===== config.mk =====
export PLATFORM = sky130hd
export DESIGN_NAME = deadline_timer_queue
export DESIGN_NICKNAME = d
export VERILOG_FILES = /design/src/sv/dtq_pkg.sv /design/src/sv/deadline_timer_queue.sv /design/src/sv/dtq_datapath.sv /design/src/sv/dtq_control.sv
export SDC_FILE = /design/constraint.sdc
export NUM_CORES = 2
export LEC_CHECK = 0
export CAP_MARGIN = 5
export CORE_ASPECT_RATIO = 1.4
export CORE_MARGIN = 2
export CORE_UTILIZATION = 60
export CTS_CLUSTER_DIAMETER = 150
export DETAILED_ROUTE_END_ITERATION = 8
export DONT_BUFFER_PORTS = 1
export MAX_ROUTING_LAYER = met4
export PLACE_DENSITY = 0.76
export SLEW_MARGIN = 25
export SYNTH_ARGS = -nofsm -noshare
export SYNTH_HDL_FRONTEND = slang
export SYNTH_SLANG_ARGS = --single-unit

===== constraint.sdc =====
create_clock -name clock -period 15.9 [get_ports clock]
set_clock_uncertainty 0.05 [all_clocks]
set_input_delay 2.385 -clock clock [delete_from_list [all_inputs] [get_ports clock]]
set_output_delay 2.385 -clock clock [all_outputs]
set_load 0.005 [all_outputs]

===== src/sv/dtq_pkg.sv =====
`timescale 1ns / 1ps
// Package for the deadline timer queue: sizes, request and result codes,
// payload words and the command/status structs between controller and datapath.
// Depends on nothing.
package dtq_pkg;

   localparam int CAPACITY    = 64;
   localparam int TIME_BITS   = 48;
   localparam int HANDLE_BITS = 16;
   localparam int IDX_W       = (CAPACITY < 2) ? 1 : $clog2(CAPACITY);
   localparam int CNT_W       = $clog2(CAPACITY + 1);

   localparam logic [1:0] REQ_ADD    = 2'd0;
   localparam logic [1:0] REQ_CLEAR  = 2'd1;
   localparam logic [1:0] REQ_CHECK  = 2'd2;
   localparam logic [1:0] REQ_UNUSED = 2'd3;

   localparam logic [2:0] KIND_FIRED    = 3'd0;
   localparam logic [2:0] KIND_ADDED    = 3'd1;
   localparam logic [2:0] KIND_REJECTED = 3'd2;
   localparam logic [2:0] KIND_CLEARED  = 3'd3;
   localparam logic [2:0] KIND_NONE_DUE = 3'd4;

   typedef struct packed {
      logic [1:0]             req_type;
      logic [TIME_BITS-1:0]   deadline;
      logic [HANDLE_BITS-1:0] routine_id;
      logic [TIME_BITS-1:0]   now;
   } req_word_type;

   typedef struct packed {
      logic [2:0]             kind;
      logic [HANDLE_BITS-1:0] fired_routine;
      logic [TIME_BITS-1:0]   fired_deadline;
      logic                   timer_armed;
      logic [TIME_BITS-1:0]   timer_delay;
      logic                   last;
   } rsp_word_type;

   typedef enum logic [1:0] {
      RD_POS_M1,
      RD_POS,
      RD_N,
      RD_K
   } rd_sel_type;

   typedef struct packed {
      logic       latch;
      rd_sel_type rd_sel;
      logic       pos_load_count;
      logic       pos_clear;
      logic       pos_inc;
      logic       shift_write;
      logic       new_write;
      logic       count_clear;
      logic       n_from_pos;
      logic       status_load;
      logic       emit_single;
      logic [2:0] emit_kind;
      logic       emit_pop;
      logic       commit_pop;
   } dp_cmd_type;

   typedef struct packed {
      logic [1:0] req_type;
      logic       full;
      logic       pos_zero;
      logic       pos_at_count;
      logic       rd_gt_dl;
      logic       rd_due;
      logic       k_last;
   } dp_status_type;

endpackage


===== src/sv/deadline_timer_queue.sv =====
`timescale 1ns / 1ps
// Top level of the deadline timer queue: controller plus datapath.
// Depends on dtq_pkg, dtq_control and dtq_datapath.
//
// A request word is taken when start is high and busy is low; results leave
// one word per cycle on rsp with rsp_strobe and cannot be held off. A clear
// or a rejected add gives one result; an accepted add first moves each stored
// entry with a later deadline up one place until a stored entry that is not
// later (or the front) ends the search, and a check scans due entries until a
// not-due entry (or the end) ends the scan and then gives one result per
// fired entry, or a single none-due result. Busy drops in the cycle of the
// last result, so the next request can be taken at the edge that ends it.
// The sequencing is set by the single read port of the entry memory, whose
// registered read comes ahead of each compare.
module deadline_timer_queue import dtq_pkg::*; (
   input  logic         clock,
   input  logic         reset,
   input  logic         start,
   output logic         busy,
   input  req_word_type req,
   output logic         rsp_strobe,
   output rsp_word_type rsp
);

   dp_cmd_type    cmd;
   dp_status_type status;
   logic          take;

   assign take = start & ~busy;

   dtq_control u_control (
      .clock  (clock),
      .reset  (reset),
      .start  (take),
      .busy   (busy),
      .status (status),
      .cmd    (cmd)
   );

   dtq_datapath u_datapath (
      .clock      (clock),
      .reset      (reset),
      .req        (req),
      .cmd        (cmd),
      .status     (status),
      .rsp_strobe (rsp_strobe),
      .rsp        (rsp)
   );

endmodule


===== src/sv/dtq_datapath.sv =====
`timescale 1ns / 1ps
// Datapath of the deadline timer queue: circular entry memory, pointers,
// counters, timer status and the result register.
// Depends on dtq_pkg.
module dtq_datapath import dtq_pkg::*; (
   input  logic          clock,
   input  logic          reset,
   input  req_word_type  req,
   input  dp_cmd_type    cmd,
   output dp_status_type status,
   output logic          rsp_strobe,
   output rsp_word_type  rsp
);

   logic [TIME_BITS-1:0]   dl_mem [CAPACITY];
   logic [HANDLE_BITS-1:0] hd_mem [CAPACITY];

   req_word_type           req_ff;
   logic [IDX_W-1:0]       head_ff, head_in;
   logic [CNT_W-1:0]       count_ff, count_in;
   logic [CNT_W-1:0]       pos_ff, pos_in;
   logic [CNT_W-1:0]       n_ff, n_in;
   logic [CNT_W-1:0]       k_ff, k_in;
   logic [TIME_BITS-1:0]   rd_dl_ff;
   logic [HANDLE_BITS-1:0] rd_hd_ff;
   logic                   arm_ff;
   logic [TIME_BITS-1:0]   delay_ff;
   logic                   rsp_strobe_ff, rsp_strobe_in;
   rsp_word_type           rsp_ff, rsp_in;

   logic [CNT_W-1:0]       rd_rel;
   logic [IDX_W-1:0]       rd_addr, wr_addr;
   logic                   wr_en;
   logic [TIME_BITS-1:0]   wr_dl;
   logic [HANDLE_BITS-1:0] wr_hd;

   // Relative positions are offsets from the head; one subtract folds the sum.
   function automatic logic [IDX_W-1:0] wrap(input logic [IDX_W-1:0] h,
                                             input logic [CNT_W-1:0] rel);
      logic [CNT_W+1:0] sum;
      sum = {{(CNT_W + 2 - IDX_W){1'b0}}, h} + {2'b00, rel};
      if (sum >= (CNT_W + 2)'(CAPACITY)) sum = sum - (CNT_W + 2)'(CAPACITY);
      return sum[IDX_W-1:0];
   endfunction

   always_comb begin
      case (cmd.rd_sel)
         RD_POS_M1: rd_rel = pos_ff - CNT_W'(1);
         RD_POS:    rd_rel = pos_ff;
         RD_N:      rd_rel = n_ff;
         // The pop read follows k as it advances, so the next entry is ready.
         RD_K:      rd_rel = k_in;
         default:   rd_rel = pos_ff;
      endcase
      rd_addr = wrap(head_ff, rd_rel);
      wr_addr = wrap(head_ff, pos_ff);
      wr_en   = cmd.shift_write | cmd.new_write;
      wr_dl   = cmd.new_write ? req_ff.deadline : rd_dl_ff;
      wr_hd   = cmd.new_write ? req_ff.routine_id : rd_hd_ff;
   end

   always_ff @(posedge clock) begin
      if (wr_en) begin
         dl_mem[wr_addr] <= wr_dl;
         hd_mem[wr_addr] <= wr_hd;
      end
      rd_dl_ff <= dl_mem[rd_addr];
      rd_hd_ff <= hd_mem[rd_addr];
   end

   always_comb begin
      head_in  = head_ff;
      count_in = count_ff;
      pos_in   = pos_ff;
      n_in     = n_ff;
      k_in     = k_ff;
      if (cmd.latch) begin
         n_in = '0;
         k_in = '0;
      end
      if (cmd.pos_load_count) pos_in = count_ff;
      if (cmd.pos_clear) pos_in = '0;
      if (cmd.pos_inc) pos_in = pos_ff + CNT_W'(1);
      if (cmd.shift_write) pos_in = pos_ff - CNT_W'(1);
      if (cmd.new_write) count_in = count_ff + CNT_W'(1);
      if (cmd.count_clear) count_in = '0;
      if (cmd.n_from_pos) n_in = pos_ff;
      if (cmd.emit_pop) k_in = k_ff + CNT_W'(1);
      if (cmd.commit_pop) begin
         head_in  = wrap(head_ff, n_ff);
         count_in = count_ff - n_ff;
      end
   end

   always_comb begin
      rsp_strobe_in = cmd.emit_single | cmd.emit_pop;
      rsp_in        = rsp_ff;
      rsp_in.timer_armed = arm_ff;
      rsp_in.timer_delay = delay_ff;
      if (cmd.emit_pop) begin
         rsp_in.kind           = KIND_FIRED;
         rsp_in.fired_routine  = rd_hd_ff;
         rsp_in.fired_deadline = rd_dl_ff;
         rsp_in.last           = (k_ff + CNT_W'(1) == n_ff);
      end else begin
         rsp_in.kind           = cmd.emit_kind;
         rsp_in.fired_routine  = '0;
         rsp_in.fired_deadline = '0;
         rsp_in.last           = 1'b1;
      end
   end

   always_ff @(posedge clock) begin
      if (reset) begin
         head_ff       <= '0;
         count_ff      <= '0;
         pos_ff        <= '0;
         n_ff          <= '0;
         k_ff          <= '0;
         rsp_strobe_ff <= 1'b0;
      end else begin
         head_ff       <= head_in;
         count_ff      <= count_in;
         pos_ff        <= pos_in;
         n_ff          <= n_in;
         k_ff          <= k_in;
         rsp_strobe_ff <= rsp_strobe_in;
      end
      if (cmd.latch) req_ff <= req;
      // The status read is at the first entry left after any pops.
      if (cmd.status_load) begin
         arm_ff   <= (count_ff > n_ff);
         delay_ff <= ((count_ff > n_ff) && (rd_dl_ff > req_ff.now)) ?
                     (rd_dl_ff - req_ff.now) : '0;
      end
      if (rsp_strobe_in) rsp_ff <= rsp_in;
   end

   always_comb begin
      status.req_type     = req_ff.req_type;
      status.full         = (count_ff >= CNT_W'(CAPACITY));
      status.pos_zero     = (pos_ff == '0);
      status.pos_at_count = (pos_ff == count_ff);
      status.rd_gt_dl     = (rd_dl_ff > req_ff.deadline);
      status.rd_due       = (rd_dl_ff <= req_ff.now);
      status.k_last       = (k_ff + CNT_W'(1) == n_ff);
   end

   assign rsp_strobe = rsp_strobe_ff;
   assign rsp        = rsp_ff;

endmodule


===== src/sv/dtq_control.sv =====
`timescale 1ns / 1ps
// Controller of the deadline timer queue: sequences insert, clear, scan,
// status read and result emission.
// Depends on dtq_pkg.
module dtq_control import dtq_pkg::*; (
   input  logic          clock,
   input  logic          reset,
   input  logic          start,
   output logic          busy,
   input  dp_status_type status,
   output dp_cmd_type    cmd
);

   typedef enum logic [3:0] {
      S_IDLE,
      S_DISPATCH,
      S_ADD_TEST,
      S_ADD_CMP,
      S_ADD_WR,
      S_SCAN_TEST,
      S_SCAN_CMP,
      S_SCAN_END,
      S_STAT_RD,
      S_STAT_WAIT,
      S_EMIT,
      S_POP_RD,
      S_POP_OUT
   } state_type;

   state_type  state_ff, state_in;
   logic [2:0] kind_ff, kind_in;
   logic       busy_ff;

   always_comb begin
      state_in = state_ff;
      kind_in  = kind_ff;
      cmd      = '0;
      cmd.rd_sel    = RD_POS;
      cmd.emit_kind = kind_ff;
      case (state_ff)
         S_IDLE: begin
            if (start) begin
               cmd.latch = 1'b1;
               state_in  = S_DISPATCH;
            end
         end
         S_DISPATCH: begin
            case (status.req_type)
               REQ_ADD: begin
                  if (status.full) begin
                     kind_in  = KIND_REJECTED;
                     state_in = S_STAT_RD;
                  end else begin
                     cmd.pos_load_count = 1'b1;
                     state_in = S_ADD_TEST;
                  end
               end
               REQ_CLEAR: begin
                  cmd.count_clear = 1'b1;
                  kind_in  = KIND_CLEARED;
                  state_in = S_STAT_RD;
               end
               REQ_CHECK: begin
                  cmd.pos_clear = 1'b1;
                  state_in = S_SCAN_TEST;
               end
               default: state_in = S_IDLE;
            endcase
         end
         S_ADD_TEST: begin
            cmd.rd_sel = RD_POS_M1;
            state_in = status.pos_zero ? S_ADD_WR : S_ADD_CMP;
         end
         S_ADD_CMP: begin
            // Later entries move up one place until one is not later.
            if (status.rd_gt_dl) begin
               cmd.shift_write = 1'b1;
               state_in = S_ADD_TEST;
            end else begin
               state_in = S_ADD_WR;
            end
         end
         S_ADD_WR: begin
            cmd.new_write = 1'b1;
            kind_in  = KIND_ADDED;
            state_in = S_STAT_RD;
         end
         S_SCAN_TEST: begin
            cmd.rd_sel = RD_POS;
            state_in = status.pos_at_count ? S_SCAN_END : S_SCAN_CMP;
         end
         S_SCAN_CMP: begin
            if (status.rd_due) begin
               cmd.pos_inc = 1'b1;
               state_in = S_SCAN_TEST;
            end else begin
               state_in = S_SCAN_END;
            end
         end
         S_SCAN_END: begin
            cmd.n_from_pos = 1'b1;
            kind_in  = status.pos_zero ? KIND_NONE_DUE : KIND_FIRED;
            state_in = S_STAT_RD;
         end
         S_STAT_RD: begin
            cmd.rd_sel = RD_N;
            state_in = S_STAT_WAIT;
         end
         S_STAT_WAIT: begin
            cmd.status_load = 1'b1;
            state_in = (kind_ff == KIND_FIRED) ? S_POP_RD : S_EMIT;
         end
         S_EMIT: begin
            cmd.emit_single = 1'b1;
            state_in = S_IDLE;
         end
         S_POP_RD: begin
            cmd.rd_sel = RD_K;
            state_in = S_POP_OUT;
         end
         S_POP_OUT: begin
            // The read for the next entry goes out while this one is emitted.
            cmd.emit_pop = 1'b1;
            cmd.rd_sel   = RD_K;
            if (status.k_last) begin
               cmd.commit_pop = 1'b1;
               state_in = S_IDLE;
            end
         end
         default: state_in = S_IDLE;
      endcase
      if (state_ff == S_POP_OUT) begin
         // k advances this cycle, so address the entry after it.
         cmd.rd_sel = RD_K;
      end
   end

   always_ff @(posedge clock) begin
      if (reset) begin
         state_ff <= S_IDLE;
         kind_ff  <= KIND_NONE_DUE;
         busy_ff  <= 1'b0;
      end else begin
         state_ff <= state_in;
         kind_ff  <= kind_in;
         busy_ff  <= (state_in != S_IDLE);
      end
   end

   assign busy = busy_ff;

endmodule


After elaboration in Yosys (flattened, before gate mapping)
Memory sizes are Yosys's and may differ from the RTL's. A register that Yosys moved wholly into a read port is not among the register bits.
Index checks and enable logic that the tools add are counted.
{"block": "op_classes", "n_lt_le_gt_ge": 8, "n_reduce_logical": 13, "n_bitwise": 4, "muxes": 53, "eq_ne": 21, "n_addsub": 12}
{"op": "48-bit > comparator", "n": 2}
{"op": "7-bit 2-to-1 mux", "n": 11}
{"op": "48-bit <= comparator", "n": 1}
{"op": "48-bit 2-to-1 mux", "n": 1}
{"op": "48-bit subtractor", "n": 1}
{"op": "4-bit case mux with 11 select lines", "n": 1}
{"op": "7-bit case mux with 4 select lines", "n": 1}
{"op": "6-bit by 7-bit adder with 8-bit output", "n": 3}
{"op": "8-bit by 7-bit greater-or-equal comparator with 1-bit output, second input constant", "n": 3}
{"op": "7-bit by 1-bit adder with 7-bit output, second input constant", "n": 3}
{"op": "4-bit equality test, second input constant", "n": 5}
{"op": "1-bit 2-to-1 mux", "n": 20}
{"op": "6-bit 2-to-1 mux", "n": 3}
{"op": "6-bit by 1-bit subtractor with 6-bit output, second input constant", "n": 3}
{"op": "4-bit by 3-bit equality test with 1-bit output, second input constant", "n": 4}
{"op": "16-bit 2-to-1 mux", "n": 1}
{"op": "7-bit equality test", "n": 2}
{"op": "3-bit 2-to-1 mux", "n": 4}
{"op": "4-bit 2-to-1 mux", "n": 3}
{"op": "4-bit case mux with 3 select lines", "n": 1}
{"op": "3-bit case mux with 3 select lines", "n": 1}
{"op": "4-bit by 2-bit equality test with 1-bit output, second input constant", "n": 2}
{"op": "2-bit 2-to-1 mux", "n": 4}
{"op": "4-bit nonzero test", "n": 2}
{"op": "22 further kinds", "n": 29}
{"block": "totals", "mem_count": 2, "out_inout_bits": 119, "reg_bits": 323, "mem_bits_rw": 4096, "input_bits": 117}
{"name": "u_datapath.dl_mem", "words": 64, "word_bits": 48, "rd": 1, "rd_ports_with_merged_regs": 1, "wr": 1, "line_no": "dtq_datapath.sv:15", "source": "logic [TIME_BITS-1:0] dl_mem [CAPACITY];"}
{"name": "u_datapath.hd_mem", "words": 64, "word_bits": 16, "rd": 1, "rd_ports_with_merged_regs": 1, "wr": 1, "line_no": "dtq_datapath.sv:16", "source": "logic [HANDLE_BITS-1:0] hd_mem [CAPACITY];"}

Logic depth before layout (Yosys ltp)
{"block": "logic_depth", "word_depth": 10, "depth_mapped": 20, "depth_no_buf": 17}

Cells and area by module
A second synthesis with hierarchy kept.
{"block": "hier_totals", "hier_cells": 7754, "hier_area_um2": 174891.5}
{"mod": "dtq_datapath", "area_each_um2": 174213.3, "n_inst": 1, "seq_area_each_um2": 133387.9, "cells_each": 7657}
{"mod": "dtq_control", "area_each_um2": 664.4, "n_inst": 1, "seq_area_each_um2": 160.2, "cells_each": 96}
{"mod": "deadline_timer_queue", "area_each_um2": 13.8, "n_inst": 1, "seq_area_each_um2": 0.0, "cells_each": 1}

Worst setup path after synthesis
OpenSTA, ideal clock, no wires.
{"block": "synth_timing", "kind": "register to register", "startpoint": "register u_control.state_ff[3]", "endpoint": "register u_datapath.rsp_ff, in the netlist u_datapath.rsp[0] (enable)", "setup_ns": 0.736, "setup_slack_ns": 6.413, "arrival_time_ns": 8.701, "path_stages_with_launch": 4, "period_less_slack_ns": 9.487, "path_cell_list": "dfxtp_1 > clkbuf_1 > inv_1 > nor3_1"}
{"block": "synth_between", "elab_chain_cells": 3, "word_cells_on_any_way": 5, "classes_between": "eq/ne: 2; mux: 2; bitwise: 1"}
{"item": "from (decl)", "line_no": "dtq_control.sv:30", "source": "state_type state_ff, state_in;"}
{"item": "from (signal assigned)", "line_no": "dtq_control.sv:144", "source": "state_ff <= state_in;"}
{"item": "4-bit equality test", "line_no": "dtq_control.sv:40", "source": "case (state_ff)"}
{"item": "1-bit 2-to-1 mux or 2-bit 2-to-1 mux (tied branches)", "line_no": "dtq_control.sv:40"}
{"item": "1-bit OR (*)", "line_no": "dtq_datapath.sv:96", "source": "rsp_strobe_in = cmd.emit_single | cmd.emit_pop;"}
{"item": "named net u_datapath.rsp_strobe_in", "line_no": "dtq_datapath.sv:28", "source": "logic rsp_strobe_ff, rsp_strobe_in;"}
{"item": "to (signal assigned)", "line_no": "dtq_datapath.sv:136", "source": "if (rsp_strobe_in) rsp_ff <= rsp_in;"}
{"item": "to (decl)", "line_no": "dtq_datapath.sv:29", "source": "rsp_word_type rsp_ff, rsp_in;"}
Mark *: on every way through the listed nets, which the timed path passes. The rest lies on a longest branch.
A chain may end at the register's enable or synchronous reset.

==> reports/qor.yml <==
final.setup.tns_ns: 0
rsz0062_at_grt: "false"
cp_slowest_cell: "fa_4"
wl_per_cell_um: 41.2
placed_cells: 11500
start_kind: "input pin"
synth_cell_types: 78
yosysWarnings: 0
synth_top_area_share_pct: 75.5
crit_type: "input pin to flop"
seq_area_frac_synth_pct: 76.7
dr_wl_met3_um: 65600
drive_above_1_share_pct: 27.4
synth_area_leaders: "edfxtp_1 (75%), mux4_2 (17%), dfxtp_1 (1.2%)"
hold_violations: 0
cts_max_level: 5
synthArstFlopShare_pct: 0
dp_slack_ns: 6.30
synth_flop_cell: "edfxtp_1"
via_per_inst: 7.38
grt_overflow: 0
min_path_type: "flop to flop"
grt_pass1_vias: 89000
routedLengthMet1_um: 160000
synth_edf_count: 4376
fmax_ghz: 0.114
synth_commonest_cells: "edfxtp_1 (4376), mux4_2 (1280), clkbuf_1 (281)"
status: "finished clean"
drt_iter0_markers: 16300
numCtsBuffers: 387
ios: 236
start_util_pct: 60.2
grt_pass1_wl_um: 690000
final_cells: 12200
hp-start: "u_datapath.delay_ff[33]"
cp-end-kind: "flop"
syn_nets: 8031
tritoncts: "done"
peakVddDrop_mv: 0.153
core_sq_um: 289000
clk_latency_ns: 0.94
path_max_fanout: 66
vias: 90100
worst_slack_ns: 7.10
grt_max_degree: 156
core.rowCount: 234
synth.most_common_cell: "edfxtp_1"
cpMostUsedCell: "a21oi_1"
maxSlewViolCount: 0
synth_area_sq_um: 174000
clk_pin_slew_ns: 0.07
worst-path-buf-inv: 3
grt.total_usage_pct: 34.9
cp_slowest_stage_delay_ns: 1.28
crit_chain: "nand4b_1 -> inv_6 -> nor2_1 -> a21oi_1 -> o21ai_0 -> nor2_1 -> a21oi_1 -> ha_4 -> fa_4 -> buf_4 -> buf_4 -> mux4_2 -> mux4_2 -> nor2b_1 -> a211oi_1 -> a21oi_1"
route.detailed.drc: 0
crit_start: "start"
cts-hold-fix-buffers: 0
tightest_slew_ns: 1.19
cts_setup_buffers: 0
cts_root_buf: "clkbuf_16"
numClockSinks: 4483
fin_hold_ws_ns: 0.369
syn_inst: 7786
dpl.hpwl_um: 243000
ant_nets: 0
synth_seq_cells: 4483
ctsResizeCount: 0
layout.nets: 8328
crit_arrival_ns: 9.50
maxCapViolCount: 0
period_minus_slack_ns: 8.80
post-route-period-util_pct: 55.4
drt-total-wl_um: 502000
antenna_found_initial: 14
setup-violations-final: 0
die_h_um: 641
worst_slew_margin_rel_pct: 20.8
cellPowerDensity_nw_per_um2: 168
area_growth_pct: 11.9
r2r_start: "u_control.state_ff[0]"
io_buffers: 0
final_core_util_pct: 67.3
die-area_sq_um: 294000
top_layer: "met4"
yosysTopAreaCell: "edfxtp_1"
detail_route.first_pass.iterations: 6
cp_data_required_time_ns: 16.59
gp_congestion: 0.934
dr_wl_met2_um: 245000
path_delay_family: "buffers and inverters"
die-width_um: 459
p_leak_nw: 59.8
clock_path_buffers: 4
synth.avg_cell_area_sq_um: 22.4
[cells in the final DEF, fill, tap and decap left out, types with 107 or more instances in the layout]
master,count
edfxtp_1,4376
mux4_2,1280
clkbuf_16,395
buf_4,227
nand2_1,195
a21oi_1,171
nor2_1,145
inv_1,133
ha_1,122
dfxtp_1,107
[final cells by class]
type                       instances  area, sq um
sequential                      4483       134000
fill                           16700        94500
multi-input combinational       2789        39700
clock buffer                     487        10400
tap                             3776         4720
timing repair buffer             288         3060
clock inverter                   222         2750
inverter                         134          508
antenna                           17         42.5
[flip-flops by register name (all words and copies together), names as in the netlist, 16 cells and up]
name,count
u_datapath.dl_mem,3072
u_datapath.req_ff,112
u_datapath.rsp,117
u_datapath.rd_dl_ff,48
u_datapath.delay_ff,48
u_datapath.hd_mem,1024
u_datapath.rd_hd_ff,16
[layer usage]
layer	GRT usage, %	vias to the layer above
li1	-	33200
met1	43.7	46500
met2	54.8	8535
met3	7.62	1736
met4	17.1	0
met5	-	-
[kinds of logic after synthesis]
family,after synthesis,share of synthesized area [%]
flops,4483,76.7
mux,1354,17.0
simple gates,724,2.01
buf+inv,514,1.13
compound gates,492,1.75
fa+ha+maj,128,0.942
xor+xnor,91,0.458
[power by group]
group          switching [mW]  internal, mW
logic                    4.67          2.63
registers               0.310          15.1
clock network            4.33          5.62
total                    9.31          23.4
[worst paths after layout]
kind / end / slack [ns] / cells after the start
setup / recovery: u_datapath.rd_dl_ff[33] / 7.10 / 16
hold / removal: u_datapath.rsp[34] / 0.37 / 0
setup reg to reg: u_datapath.rd_dl_ff[33] / 7.59 / 17
hold reg to reg: u_datapath.rsp[34] / 0.37 / 0
[stage by stage]
stage               power [mW]  instance area, sq um
floorplan                 20.4                174000
global placement          22.2                181000
detailed placement        22.7                181000
CTS                       32.5                194000
global route              33.5                195000
finish                    32.7                195000
(Power assumes the default switching activity.)
